--- config.mk ---
export PLATFORM = sky130hd
export DESIGN_NAME = utf8_decode_display_width_flat
export DESIGN_NICKNAME = d
export VERILOG_FILES = /design/src/rtl/u8dw_pkg.sv /design/src/rtl/u8dw_in_if.sv /design/src/rtl/u8dw_out_if.sv /design/src/rtl/u8dw_front.sv /design/src/rtl/u8dw_queue.sv /design/src/rtl/u8dw_back.sv /design/src/rtl/utf8_decode_display_width.sv /design/src/flat_wrapper.sv
export SDC_FILE = /design/constraint.sdc
export NUM_CORES = 1
export LEC_CHECK = 0
export ABC_CLOCK_PERIOD_IN_PS = 4600
export BUFFER_PORTS_ARGS = -buffer_cell sky130_fd_sc_hd__buf_2
export CORE_UTILIZATION = 55
export CTS_CLUSTER_SIZE = 40
export DETAILED_ROUTE_END_ITERATION = 10
export GPL_TIMING_DRIVEN = 0
export HOLD_SLACK_MARGIN = 0.03
export MAX_ROUTING_LAYER = met4
export PLACE_DENSITY = 0.69
export SLEW_MARGIN = 10
export SYNTH_ARGS = -nofsm -noshare
export SYNTH_HDL_FRONTEND = slang
export SYNTH_HIERARCHICAL = 1
export SYNTH_SLANG_ARGS = --single-unit
--- constraint.sdc ---
create_clock -name clk -period 4.6 [get_ports clk]
set_input_delay 0 -clock clk [delete_from_list [all_inputs] [get_ports clk]]
set_output_delay 0 -clock clk [all_outputs]
set_load 0.02 [all_outputs]
--- src/rtl/u8dw_pkg.sv ---
`timescale 1ns / 1ps
// ----------------------------------------------------------------------------
// u8dw_pkg: shared types and constants of the utf-8 width decoder
// Holds the work item passed from the decode front to the emit back, the
// replacement codepoint and the column width lookup.
// ----------------------------------------------------------------------------
package u8dw_pkg;

  localparam int TOTAL_BITS_DEF = 16;
  localparam int QUEUE_DEPTH    = 4;
  localparam int QUEUE_AW       = $clog2(QUEUE_DEPTH);

  localparam logic [20:0] REPL_CP = 21'h00FFFD;

  // one decoded byte: some replacements, then at most one final result
  typedef struct packed {
    logic [1:0]  n_repl;      // leading replacements for held bytes
    logic        has_final;   // a final result follows the replacements
    logic [20:0] final_cp;
    logic [1:0]  final_width;
    logic [2:0]  final_used;
    logic        final_repl;
    logic        eot;         // byte closed the string
  } cmd_t;

  // terminal column width of a codepoint
  function automatic logic [1:0] col_width(input logic [20:0] cp);
    logic [1:0] w;
    w = 2'd1;
    if ((cp >= 21'h01F300 && cp <= 21'h01FAFF) ||
        (cp >= 21'h002E80 && cp <= 21'h00A4CF) ||
        (cp >= 21'h00AC00 && cp <= 21'h00D7AF) ||
        (cp >= 21'h00F900 && cp <= 21'h00FAFF) ||
        (cp >= 21'h00FF00 && cp <= 21'h00FF60) ||
        (cp >= 21'h00FE10 && cp <= 21'h00FE1F) ||
        (cp >= 21'h00FE30 && cp <= 21'h00FE6F) ||
        (cp >= 21'h001100 && cp <= 21'h00115F)) begin
      w = 2'd2;
    end else if (cp == 21'h00200D || (cp >= 21'h0020D0 && cp <= 21'h0020FF) ||
                 (cp >= 21'h00FE00 && cp <= 21'h00FE0F)) begin
      w = 2'd0;
    end
    return w;
  endfunction

endpackage

--- src/rtl/u8dw_in_if.sv ---
`timescale 1ns / 1ps
// ----------------------------------------------------------------------------
// u8dw_in_if: byte input channel
// Valid/ready channel carrying one text byte and its end-of-string mark.
// ----------------------------------------------------------------------------
interface u8dw_in_if;
  logic       valid;
  logic       ready;
  logic [7:0] data_byte;
  logic       end_of_text;

  modport source (output valid, data_byte, end_of_text, input ready);
  modport sink   (input valid, data_byte, end_of_text, output ready);
endinterface

--- src/rtl/u8dw_out_if.sv ---
`timescale 1ns / 1ps
// ----------------------------------------------------------------------------
// u8dw_out_if: result output channel
// Valid/ready channel carrying one decoded codepoint and its width data.
// ----------------------------------------------------------------------------
interface u8dw_out_if;
  logic        valid;
  logic        ready;
  logic [20:0] code_point;
  logic [1:0]  column_width;
  logic [2:0]  bytes_used;
  logic        replaced;
  logic [15:0] running_width;
  logic        last_in_run;
  logic        text_done;

  modport source (output valid, code_point, column_width, bytes_used, replaced,
                  running_width, last_in_run, text_done, input ready);
  modport sink   (input valid, code_point, column_width, bytes_used, replaced,
                  running_width, last_in_run, text_done, output ready);
endinterface

--- src/rtl/u8dw_front.sv ---
`timescale 1ns / 1ps
// ----------------------------------------------------------------------------
// u8dw_front: utf-8 sequence tracker
// Takes one byte per cycle while the queue has room, tracks the pending
// multi-byte sequence and pushes a work item for each byte causing results.
// ----------------------------------------------------------------------------
module u8dw_front (
  input  logic            clk,
  input  logic            rst,
  u8dw_in_if.sink         in_ch,
  input  logic            q_full,
  output logic            cmd_push,
  output u8dw_pkg::cmd_t  cmd
);
  import u8dw_pkg::*;

  logic [2:0]  needed;
  logic [1:0]  held;
  logic [20:0] partial;
  logic [2:0]  needed_next;
  logic [1:0]  held_next;
  logic [20:0] partial_next;

  logic        accept;
  logic        pending;
  logic        is_cont;
  logic [2:0]  held_inc;
  logic        complete;
  logic [20:0] partial_ext;
  logic        lead_ascii;
  logic        lead_bad;
  logic [2:0]  lead_len;
  logic [20:0] lead_bits;

  assign in_ch.ready = !q_full;
  assign accept      = in_ch.valid && in_ch.ready;
  assign pending     = (needed != 3'd0);
  assign is_cont     = (in_ch.data_byte[7:6] == 2'b10);
  assign held_inc    = {1'b0, held} + 3'd1;
  assign complete    = (held_inc >= needed);
  assign partial_ext = {partial[14:0], in_ch.data_byte[5:0]};

  // lead byte classification
  always_comb begin
    lead_ascii = 1'b0;
    lead_bad   = 1'b0;
    lead_len   = 3'd0;
    lead_bits  = '0;
    if (!in_ch.data_byte[7]) begin
      lead_ascii = 1'b1;
    end else if (in_ch.data_byte[7:5] == 3'b110) begin
      lead_len  = 3'd2;
      lead_bits = {16'd0, in_ch.data_byte[4:0]};
    end else if (in_ch.data_byte[7:4] == 4'b1110) begin
      lead_len  = 3'd3;
      lead_bits = {17'd0, in_ch.data_byte[3:0]};
    end else if (in_ch.data_byte[7:3] == 5'b11110) begin
      lead_len  = 3'd4;
      lead_bits = {18'd0, in_ch.data_byte[2:0]};
    end else begin
      lead_bad = 1'b1;
    end
  end

  // per-byte decision: work item and next sequence state
  always_comb begin
    cmd          = '0;
    cmd.eot      = in_ch.end_of_text;
    cmd_push     = 1'b0;
    needed_next  = needed;
    held_next    = held;
    partial_next = partial;
    if (accept) begin
      if (pending && is_cont) begin
        if (complete) begin
          cmd.has_final   = 1'b1;
          cmd.final_cp    = partial_ext;
          cmd.final_width = col_width(partial_ext);
          cmd.final_used  = needed;
          cmd_push        = 1'b1;
          needed_next     = '0;
          held_next       = '0;
          partial_next    = '0;
        end else if (in_ch.end_of_text) begin
          cmd.n_repl = held_inc[1:0];
          cmd_push   = 1'b1;
        end else begin
          held_next    = held_inc[1:0];
          partial_next = partial_ext;
        end
      end else begin
        // flush any held bytes, then treat this byte as a lead
        cmd.n_repl   = pending ? held : 2'd0;
        needed_next  = '0;
        held_next    = '0;
        partial_next = '0;
        if (lead_ascii) begin
          cmd.has_final   = 1'b1;
          cmd.final_cp    = {13'd0, in_ch.data_byte};
          cmd.final_width = col_width({13'd0, in_ch.data_byte});
          cmd.final_used  = 3'd1;
        end else if (lead_bad || in_ch.end_of_text) begin
          cmd.has_final   = 1'b1;
          cmd.final_cp    = REPL_CP;
          cmd.final_width = 2'd1;
          cmd.final_used  = 3'd1;
          cmd.final_repl  = 1'b1;
        end else begin
          needed_next  = lead_len;
          held_next    = 2'd1;
          partial_next = lead_bits;
        end
        cmd_push = cmd.has_final || (cmd.n_repl != 2'd0);
      end
      if (in_ch.end_of_text) begin
        needed_next  = '0;
        held_next    = '0;
        partial_next = '0;
      end
    end
  end

  // sequence state
  always_ff @(posedge clk) begin
    if (rst) begin
      needed  <= '0;
      held    <= '0;
      partial <= '0;
    end else begin
      needed  <= needed_next;
      held    <= held_next;
      partial <= partial_next;
    end
  end

  // a pending sequence always holds its lead and is not yet complete
  a_pending_held: assert property (@(posedge clk) disable iff (rst)
    pending |-> (held != 2'd0) && ({1'b0, held} < needed))
    else $error("pending sequence with inconsistent held count");

  // an end-of-text byte always produces results
  a_eot_pushes: assert property (@(posedge clk) disable iff (rst)
    accept && in_ch.end_of_text |-> cmd_push)
    else $error("end-of-text byte gave no results");

endmodule

--- src/rtl/u8dw_queue.sv ---
`timescale 1ns / 1ps
// ----------------------------------------------------------------------------
// u8dw_queue: work item queue
// Short first-in first-out buffer between the decode front and the emit back.
// ----------------------------------------------------------------------------
module u8dw_queue (
  input  logic            clk,
  input  logic            rst,
  input  logic            push,
  input  u8dw_pkg::cmd_t  push_cmd,
  output logic            full,
  input  logic            pop,
  output logic            head_valid,
  output u8dw_pkg::cmd_t  head_cmd
);
  import u8dw_pkg::*;

  cmd_t                entries [QUEUE_DEPTH];
  logic [QUEUE_AW-1:0] wr_ptr;
  logic [QUEUE_AW-1:0] rd_ptr;
  logic [QUEUE_AW:0]   count;
  logic                do_push;
  logic                do_pop;

  assign full       = (count == (QUEUE_AW + 1)'(QUEUE_DEPTH));
  assign head_valid = (count != '0);
  assign head_cmd   = entries[rd_ptr];
  assign do_push    = push && !full;
  assign do_pop     = pop && head_valid;

  // storage
  always_ff @(posedge clk) begin
    if (do_push) begin
      entries[wr_ptr] <= push_cmd;
    end
  end

  // pointers and fill count
  always_ff @(posedge clk) begin
    if (rst) begin
      wr_ptr <= '0;
      rd_ptr <= '0;
      count  <= '0;
    end else begin
      if (do_push) begin
        wr_ptr <= wr_ptr + 1'b1;
      end
      if (do_pop) begin
        rd_ptr <= rd_ptr + 1'b1;
      end
      count <= count + (QUEUE_AW + 1)'(do_push) - (QUEUE_AW + 1)'(do_pop);
    end
  end

  // the front never pushes into a full queue
  a_no_overflow: assert property (@(posedge clk) disable iff (rst)
    push |-> !full)
    else $error("push into full queue");

endmodule

--- src/rtl/u8dw_back.sv ---
`timescale 1ns / 1ps
// ----------------------------------------------------------------------------
// u8dw_back: result emitter
// Expands each work item into its results, one per cycle unless stalled,
// keeps the saturating width sum and drives the registered output channel.
// ----------------------------------------------------------------------------
module u8dw_back #(
  parameter int TOTAL_BITS = u8dw_pkg::TOTAL_BITS_DEF
) (
  input  logic            clk,
  input  logic            rst,
  input  logic            head_valid,
  input  u8dw_pkg::cmd_t  head_cmd,
  output logic            pop,
  u8dw_out_if.source      out_ch
);
  import u8dw_pkg::*;

  logic [1:0]            idx;
  logic [TOTAL_BITS-1:0] sum;
  logic                  out_valid;
  logic [20:0]           out_cp;
  logic [1:0]            out_width;
  logic [2:0]            out_used;
  logic                  out_repl;
  logic [15:0]           out_sum;
  logic                  out_last;
  logic                  out_done;

  logic                  load;
  logic                  repl_step;
  logic                  last_of_cmd;
  logic [1:0]            idx_inc;
  logic [20:0]           cur_cp;
  logic [1:0]            cur_width;
  logic [2:0]            cur_used;
  logic                  cur_repl;
  logic [TOTAL_BITS:0]   sum_ext;
  logic [TOTAL_BITS-1:0] sum_sat;

  assign load      = head_valid && (!out_valid || out_ch.ready);
  assign idx_inc   = idx + 2'd1;
  assign repl_step = (idx < head_cmd.n_repl);
  assign last_of_cmd = repl_step ? ((idx_inc == head_cmd.n_repl) && !head_cmd.has_final)
                                 : 1'b1;
  assign pop       = load && last_of_cmd;

  // select the current result of the head item
  always_comb begin
    if (repl_step) begin
      cur_cp    = REPL_CP;
      cur_width = 2'd1;
      cur_used  = 3'd1;
      cur_repl  = 1'b1;
    end else begin
      cur_cp    = head_cmd.final_cp;
      cur_width = head_cmd.final_width;
      cur_used  = head_cmd.final_used;
      cur_repl  = head_cmd.final_repl;
    end
  end

  // saturating width sum
  assign sum_ext = {1'b0, sum} + (TOTAL_BITS + 1)'(cur_width);
  assign sum_sat = sum_ext[TOTAL_BITS] ? '1 : sum_ext[TOTAL_BITS-1:0];

  // output register, step index and running sum
  always_ff @(posedge clk) begin
    if (rst) begin
      out_valid <= 1'b0;
      idx       <= '0;
      sum       <= '0;
    end else begin
      if (load) begin
        out_valid <= 1'b1;
        idx       <= last_of_cmd ? 2'd0 : idx_inc;
        sum       <= (last_of_cmd && head_cmd.eot) ? '0 : sum_sat;
      end else if (out_ch.ready) begin
        out_valid <= 1'b0;
      end
    end
  end

  always_ff @(posedge clk) begin
    if (load) begin
      out_cp    <= cur_cp;
      out_width <= cur_width;
      out_used  <= cur_used;
      out_repl  <= cur_repl;
      out_sum   <= 16'(sum_sat);
      out_last  <= last_of_cmd;
      out_done  <= last_of_cmd && head_cmd.eot;
    end
  end

  assign out_ch.valid         = out_valid;
  assign out_ch.code_point    = out_cp;
  assign out_ch.column_width  = out_width;
  assign out_ch.bytes_used    = out_used;
  assign out_ch.replaced      = out_repl;
  assign out_ch.running_width = out_sum;
  assign out_ch.last_in_run   = out_last;
  assign out_ch.text_done     = out_done;

  // step index stays within the replacements of the head item
  a_idx_range: assert property (@(posedge clk) disable iff (rst)
    head_valid |-> idx <= head_cmd.n_repl)
    else $error("step index beyond head item");

  // the sum restarts after the final result of a string
  a_sum_clear: assert property (@(posedge clk) disable iff (rst)
    load && last_of_cmd && head_cmd.eot |=> sum == '0)
    else $error("width sum not cleared at end of string");

  // end of string is only flagged on the last result of a byte
  a_done_last: assert property (@(posedge clk) disable iff (rst)
    out_valid && out_done |-> out_last)
    else $error("text_done without last_in_run");

endmodule

--- src/rtl/utf8_decode_display_width.sv ---
`timescale 1ns / 1ps
// path: an accepted byte's work item is written into the item queue, and the
//   back expands the queue head into results held in the output register
// throughput: one byte per cycle in while the queue has room, one result per
//   cycle out while the receiver is ready; a byte has up to 4 results on errors,
//   and the four-entry item queue between front and back absorbs such bursts
// reset: clears the sequence state, the queue, the width sum and output valid
// ----------------------------------------------------------------------------
// utf8_decode_display_width: utf-8 decoder with terminal column width
// Decodes a byte stream into codepoints with column width, byte count,
// replacement flag and a saturating running width per string.
// ----------------------------------------------------------------------------
module utf8_decode_display_width #(
  parameter int TOTAL_BITS = u8dw_pkg::TOTAL_BITS_DEF
) (
  input  logic        clk,
  input  logic        rst,
  u8dw_in_if.sink     in_ch,
  u8dw_out_if.source  out_ch
);
  import u8dw_pkg::*;

  cmd_t push_cmd;
  cmd_t head_cmd;
  logic push;
  logic full;
  logic pop;
  logic head_valid;

  u8dw_front u_front (
    .clk      (clk),
    .rst      (rst),
    .in_ch    (in_ch),
    .q_full   (full),
    .cmd_push (push),
    .cmd      (push_cmd)
  );

  u8dw_queue u_queue (
    .clk        (clk),
    .rst        (rst),
    .push       (push),
    .push_cmd   (push_cmd),
    .full       (full),
    .pop        (pop),
    .head_valid (head_valid),
    .head_cmd   (head_cmd)
  );

  u8dw_back #(
    .TOTAL_BITS (TOTAL_BITS)
  ) u_back (
    .clk        (clk),
    .rst        (rst),
    .head_valid (head_valid),
    .head_cmd   (head_cmd),
    .pop        (pop),
    .out_ch     (out_ch)
  );

endmodule

--- src/flat_wrapper.sv ---
// flat-port wrapper written by rule: the top's interface ports become plain ports
module utf8_decode_display_width_flat import u8dw_pkg::*;
#(
  parameter int TOTAL_BITS = u8dw_pkg::TOTAL_BITS_DEF
)
  (clk, rst, in_ch_valid, in_ch_data_byte, in_ch_end_of_text, in_ch_ready, out_ch_valid, out_ch_code_point, out_ch_column_width, out_ch_bytes_used, out_ch_replaced, out_ch_running_width, out_ch_last_in_run, out_ch_text_done, out_ch_ready);
  u8dw_in_if in_ch_i ();
  u8dw_out_if out_ch_i ();
  input  logic clk;
  input  logic rst;
  input wire logic [$bits(in_ch_i.valid)-1:0] in_ch_valid;
  input wire logic [$bits(in_ch_i.data_byte)-1:0] in_ch_data_byte;
  input wire logic [$bits(in_ch_i.end_of_text)-1:0] in_ch_end_of_text;
  output wire logic [$bits(in_ch_i.ready)-1:0] in_ch_ready;
  output wire logic [$bits(out_ch_i.valid)-1:0] out_ch_valid;
  output wire logic [$bits(out_ch_i.code_point)-1:0] out_ch_code_point;
  output wire logic [$bits(out_ch_i.column_width)-1:0] out_ch_column_width;
  output wire logic [$bits(out_ch_i.bytes_used)-1:0] out_ch_bytes_used;
  output wire logic [$bits(out_ch_i.replaced)-1:0] out_ch_replaced;
  output wire logic [$bits(out_ch_i.running_width)-1:0] out_ch_running_width;
  output wire logic [$bits(out_ch_i.last_in_run)-1:0] out_ch_last_in_run;
  output wire logic [$bits(out_ch_i.text_done)-1:0] out_ch_text_done;
  input wire logic [$bits(out_ch_i.ready)-1:0] out_ch_ready;
  assign in_ch_i.valid = in_ch_valid;
  assign in_ch_i.data_byte = in_ch_data_byte;
  assign in_ch_i.end_of_text = in_ch_end_of_text;
  assign in_ch_ready = in_ch_i.ready;
  assign out_ch_valid = out_ch_i.valid;
  assign out_ch_code_point = out_ch_i.code_point;
  assign out_ch_column_width = out_ch_i.column_width;
  assign out_ch_bytes_used = out_ch_i.bytes_used;
  assign out_ch_replaced = out_ch_i.replaced;
  assign out_ch_running_width = out_ch_i.running_width;
  assign out_ch_last_in_run = out_ch_i.last_in_run;
  assign out_ch_text_done = out_ch_i.text_done;
  assign out_ch_i.ready = out_ch_ready;
  utf8_decode_display_width #(.TOTAL_BITS(TOTAL_BITS)) u_core (.clk(clk), .rst(rst), .in_ch(in_ch_i), .out_ch(out_ch_i));
endmodule
# Yosys cells after proc, flatten, opt, wreduce, memory -nomap -nowiden

Memory sizes are Yosys's and may differ from the RTL's. A register that Yosys moved wholly into a read port is not among the register bits.
Index checks and enable logic that the tools add are counted.

$mul: 0
Bitwise logic cells: 0
Reduce and logical (&&, ||, !) cells: 38
Order comparisons: 22
Add/subtract/negate cells: 7
Shifts and indexed selects: 0
Mux-type cells: 54
Divide/modulo/power cells: 0
Equality and inequality tests: 8

Operators by type and width:

| cell                 | number |
|---|---|
| $le 21x16->1 const B | 7 |
| $ge 21x16->1 const B | 6 |
| $mux 27              | 4 |
| $mux 15              | 4 |
| $ge 21x14->1 const B | 2 |
| $mux 16              | 2 |
| $mux 30              | 1 |
| $mux 29              | 1 |
| $mux 28              | 1 |
| $mux 3               | 9 |
| $mux 2               | 11 |
| $eq 21x14->1 const B | 1 |
| $ge 21x13->1 const B | 1 |
| $ge 21x17->1 const B | 1 |
| $le 21x13->1 const B | 1 |
| $le 21x14->1 const B | 1 |
| $le 21x17->1 const B | 1 |
| $logic_and 1x1->1    | 18 |
| $mux 1               | 18 |
| $add 16x2->17        | 1 |
| $logic_or 1x1->1     | 12 |
| $mux 5               | 2 |
| $add 2x1->2 const B  | 3 |
| $eq 3x3->1 const B   | 2 |
| 15 further kinds     | 19 |

Bits in latches: 0
Flip-flop bits (word level): 91
Output and inout bits: 47
Memory bits (writable): 124
Input port bits: 13
Memories: 1
Word-level logic and storage cells: 146
ROM bits: 0

Memory list:

| memory                 | words | width | read ports | clocked after memory_dff | write ports | line             | RTL |
|---|---|---|---|---|---|---|---|
| u_core.u_queue.entries | 4     | 31    | 1          | 1                        | 1           | u8dw_queue.sv:18 | `cmd_t entries [QUEUE_DEPTH];` |

# Logic depth before layout (Yosys ltp)

Depth in word-level cells: 16
Gate-level depth with buffers: 17

# Cells and area by module

The synthesis kept the hierarchy.

Modules (own cells, without submodules):

| module     | instances | cells each | area an instance (µm²) | seq. area each (µm²) |
|---|---|---|---|---|
| u8dw_queue | 1         | 210        | 4944.7                 | 3903.7 |
| u8dw_back  | 1         | 248        | 2876.5                 | 1731.7 |
| u8dw_front | 1         | 246        | 1661.6                 | 400.4 |

# Worst setup path after synthesis

Ideal clock, no wire load.

Path type: flip-flop to flip-flop
Start point: register (tool-made name)
End point: register u_core.u_back.out_sum[15] (netlist: u_core/u_back/out_ch.running_width[15]) (data pin)
Setup slack: 339 ps
Data required time: 4464 ps
Path buffers: 4
Data arrival time: 4126 ps
Setup time: 136 ps
Cell stages (with the launch flop): 18
Cell sequence: dfxtp_1 buf_6 mux4_2 inv_1 ha_1 nor2b_1 nor2_1 clkbuf_1 or2_2 ha_1 inv_1 fa_1 nand3b_2 nor4_1 buf_2 nand2_1 clkbuf_1 nand3_1

RTL lines:

| item                   | line            | RTL |
|---|---|---|
| end signal: assignment | u8dw_back.sv:90 | `out_sum <= 16'(sum_sat);` |
| end: declaration       | u8dw_back.sv:26 | `logic [15:0] out_sum;` |

==> results.tsv <==
metric	value	unit
FF-to-FF End	u_core/u_back/out_ch.running_width[15]$_DFFE_PP_	
CP arrival	4.74	ns
Setup Viol. Count Final	0	
die height	133	µm
Clock Tree Root	clkbuf_16	
Final Max Slew Viols	0	
global-route wire length before repair	33300	µm
Synth Instances	704	
CTS tree	built	
I/O pin total	60	
leak pwr	0.00385	µW
Final Wtd Congestion	0.913	
Setup Crit Path Kind	flip-flop to flip-flop	
Area after DPL	10100	µm²
Cells after DPL	985	
Sw Pwr	1970	µW
Async S/R FF share, synth	0	
Seq/Total Area, Yosys	0.636	
most frequent cells in the layout	edfxtp_1, buf_2, nand2_1	
Syn Nets	733	
Routed Antenna Nets	0	
layout cell share with drive strength beyond 1	0.238	
outcome	complete, no violations	
PD cells	574	nW/µm²
fin crit share	0.952	
Final min period	4.38	ns
Tightest Pin Transition	0.935	ns
slew margin rel.	0.371	
Buffers on Ports	57	
Clock Power Share	0.303	
diode count	0	
Finished Layout Cells	1036	
Gate power share	0.273	
max-cap check violation count	0	
nets	829	
vias	6238	
Hold Vio Cnt, Final	0	
worst-path maximum fanout	10	
Critical Path End	u_core/u_back/out_ch.running_width[15]$_DFFE_PP_	
Post-DP HPWL	14100	µm
synth-to-layout area growth	16.8	%
vias in the first global route	6256	
clock latency on the worst-skew pair	0.50	ns
initial antenna violation count	0	
DR vias/cell	6.02	
commonest non-fill, non-tap cell in the layout	edfxtp_1	
H-tree Lvls	1	
final WL	20800	µm
VDD IR max	0.000429	V
worst min path class	input pin to flip-flop	
DRT iter0 DRCs	411	
Cell Rows	47	
Synth Flop Type	edfxtp_1	
Syn. warnings	6	
Post-synth EDFFs	169	
DRC violations left	0	
largest net degree at the start of global routing	55	
Sw Share	0.310	
Initial Util	0.568	
grt ovf	0	
clock transition at the registers of the reported paths	0.06	ns
Yosys cell types	73	
Bufs on Longest Clock Path	3	
Design Area, Final	11100	µm²
wire per inst	20.1	µm
setup TNS	0	ns
Clock Skew	0.0122	ns
Die ar.	17800	µm²
FF+latch count, synth	217	
Worst Reg2Reg Path Length in Cells	17	
CP Capture Type	flip-flop	
Fmax	228	MHz
final core utilization	0.663	
total CTS buffers	23	
CP Data Required Time	4.96	ns
register-to-register setup slack	0.22	ns
number of detailed-route iterations in the first pass	5	
Overall Global Routing Usage	0.248	
startpoint types	flip-flop	
syn_area_per_cell	13.5	µm²
Flop pwr share	0.424	
Int Power	4390	µW
Post-Syn Area	9480	µm²
core area	16700	µm²
clock sinks	217	
RSZ-0062 raised after global routing	no	
die width	133	µm
Filler cells	1217	
power groups by stage:
stage	sequential [µW]	clock (µW)	combinational [µW]
final	2700	1930	1730
after global routing	2730	2040	1880
after CTS	2700	1960	1750
after detailed placement	2740	0	1710
after global placement	2750	0	1640
after floorplan	2970	0	936
logic make-up after synthesis:
family          synth area share
mux                       0.0759
flops                      0.636
compound gates            0.0897
simple gates               0.126
buf+inv                   0.0329
fa+ha+maj                 0.0227
xor+xnor                  0.0162
what timing repair did:
item,CTS,global route
hold buffers,9,0
setup buffers,1,0
gates resized for setup,7,6
cloned,0,0
endpoints found under the setup margin,32,12
endpoints found under the hold margin,22,0
pin swaps,1,0
per-stage QoR:
stage               hold WS (ns)  setup WS, ns  total power, µW
floorplan                 0.0691         0.339             3900
global placement           0.327         -1.03             4390
detailed placement         0.340         -1.02             4460
CTS                       0.0504        0.0574             6410
global route              0.0946        0.0142             6650
finish                    0.0747         0.221             6360
final cells by class:
type                       count  area (µm²)  share of cell area
sequential                   217        6040               0.545
multi-input combinational    418        3170               0.286
clock buffer                  27         621              0.0560
timing repair buffer          71         463              0.0418
tap                          220         275              0.0249
buffer                        41         221              0.0200
clock inverter                14         181              0.0164
inverter                      28         105             0.00949
Yosys cell counts (all sizes together), types with 8 or more instances:
cell	instances	area [µm²]
a211oi	9	85.1
a21oi	49	245
a22oi	11	82.6
and2	11	70.1
buf	17	115
clkbuf	24	91.3
dfxtp	48	961
edfxtp	169	5070
ha	14	175
inv	27	101
mux4	31	698
nand2	51	191
nand3	18	90.1
nor2	47	181
nor2b	13	81.3
nor3	8	40.0
nor4	13	81.3
o21ai	16	80.1
or2	19	119
or3	9	56.3
xnor2	10	87.6
flip-flops by register name, summed over array words and instances, names as in the netlist, named ones only:
| signal | flops |
|---|---|
| u_core/u_back/idx | 2 |
| u_core/u_back/out_ch.bytes_used | 3 |
| u_core/u_back/out_ch.code_point | 21 |
| u_core/u_back/out_ch.column_width | 2 |
| u_core/u_back/out_ch.last_in_run | 1 |
| u_core/u_back/out_ch.replaced | 1 |
| u_core/u_back/out_ch.running_width | 16 |
| u_core/u_back/out_ch.text_done | 1 |
| u_core/u_back/out_ch.valid | 1 |
| u_core/u_back/sum | 16 |
| u_core/u_front/held | 2 |
| u_core/u_front/needed | 3 |
| u_core/u_front/partial | 15 |
| u_core/u_queue/count | 3 |
| u_core/u_queue/entries | 124 |
| u_core/u_queue/rd_ptr | 2 |
| u_core/u_queue/wr_ptr | 2 |
metal layers:
layer / part of all wire / track usage
met5: 0 / -
met1: 0.42 / 0.323
met2: 0.49 / 0.406
met4: 0.025 / 0.0821
met3: 0.056 / 0.0312
worst max-delay path, cell delays in order, from the launching register on:
cell and delay, ns:
dfxtp_2 0.41, buf_8 0.19, mux4_2 0.54, inv_1 0.07, ha_1 0.23, nor2b_1 0.21, nor2_4 0.16, clkbuf_4 0.23
or2_2 0.18, ha_1 0.19, inv_1 0.06, fa_1 0.48, nand3b_4 0.27, nor4_4 0.35, buf_4 0.23, nand2_1 0.09
clkbuf_2 0.22, nand3_1 0.11
how the worst min path moves through the flow:
stage,start,to,slack [ns],cells after the start
after floorplan,rst,u_core/u_front/needed[0]$_SDFFE_PP0P_,0.07,1
after global placement,in_ch_data_byte[2],u_core/u_front/partial[2]$_SDFFE_PP0P_,0.33,3
after detailed placement,in_ch_data_byte[2],u_core/u_front/partial[2]$_SDFFE_PP0P_,0.34,3
after CTS,in_ch_data_byte[6],u_core/u_front/needed[0]$_SDFFE_PP0P_,0.05,4
after global routing,in_ch_data_byte[7],u_core/u_queue/entries[1][8]$_DFFE_PP_,0.09,3
final,in_ch_data_byte[6],u_core/u_front/needed[0]$_SDFFE_PP0P_,0.07,4
Power figures use the tool's default switching activity.
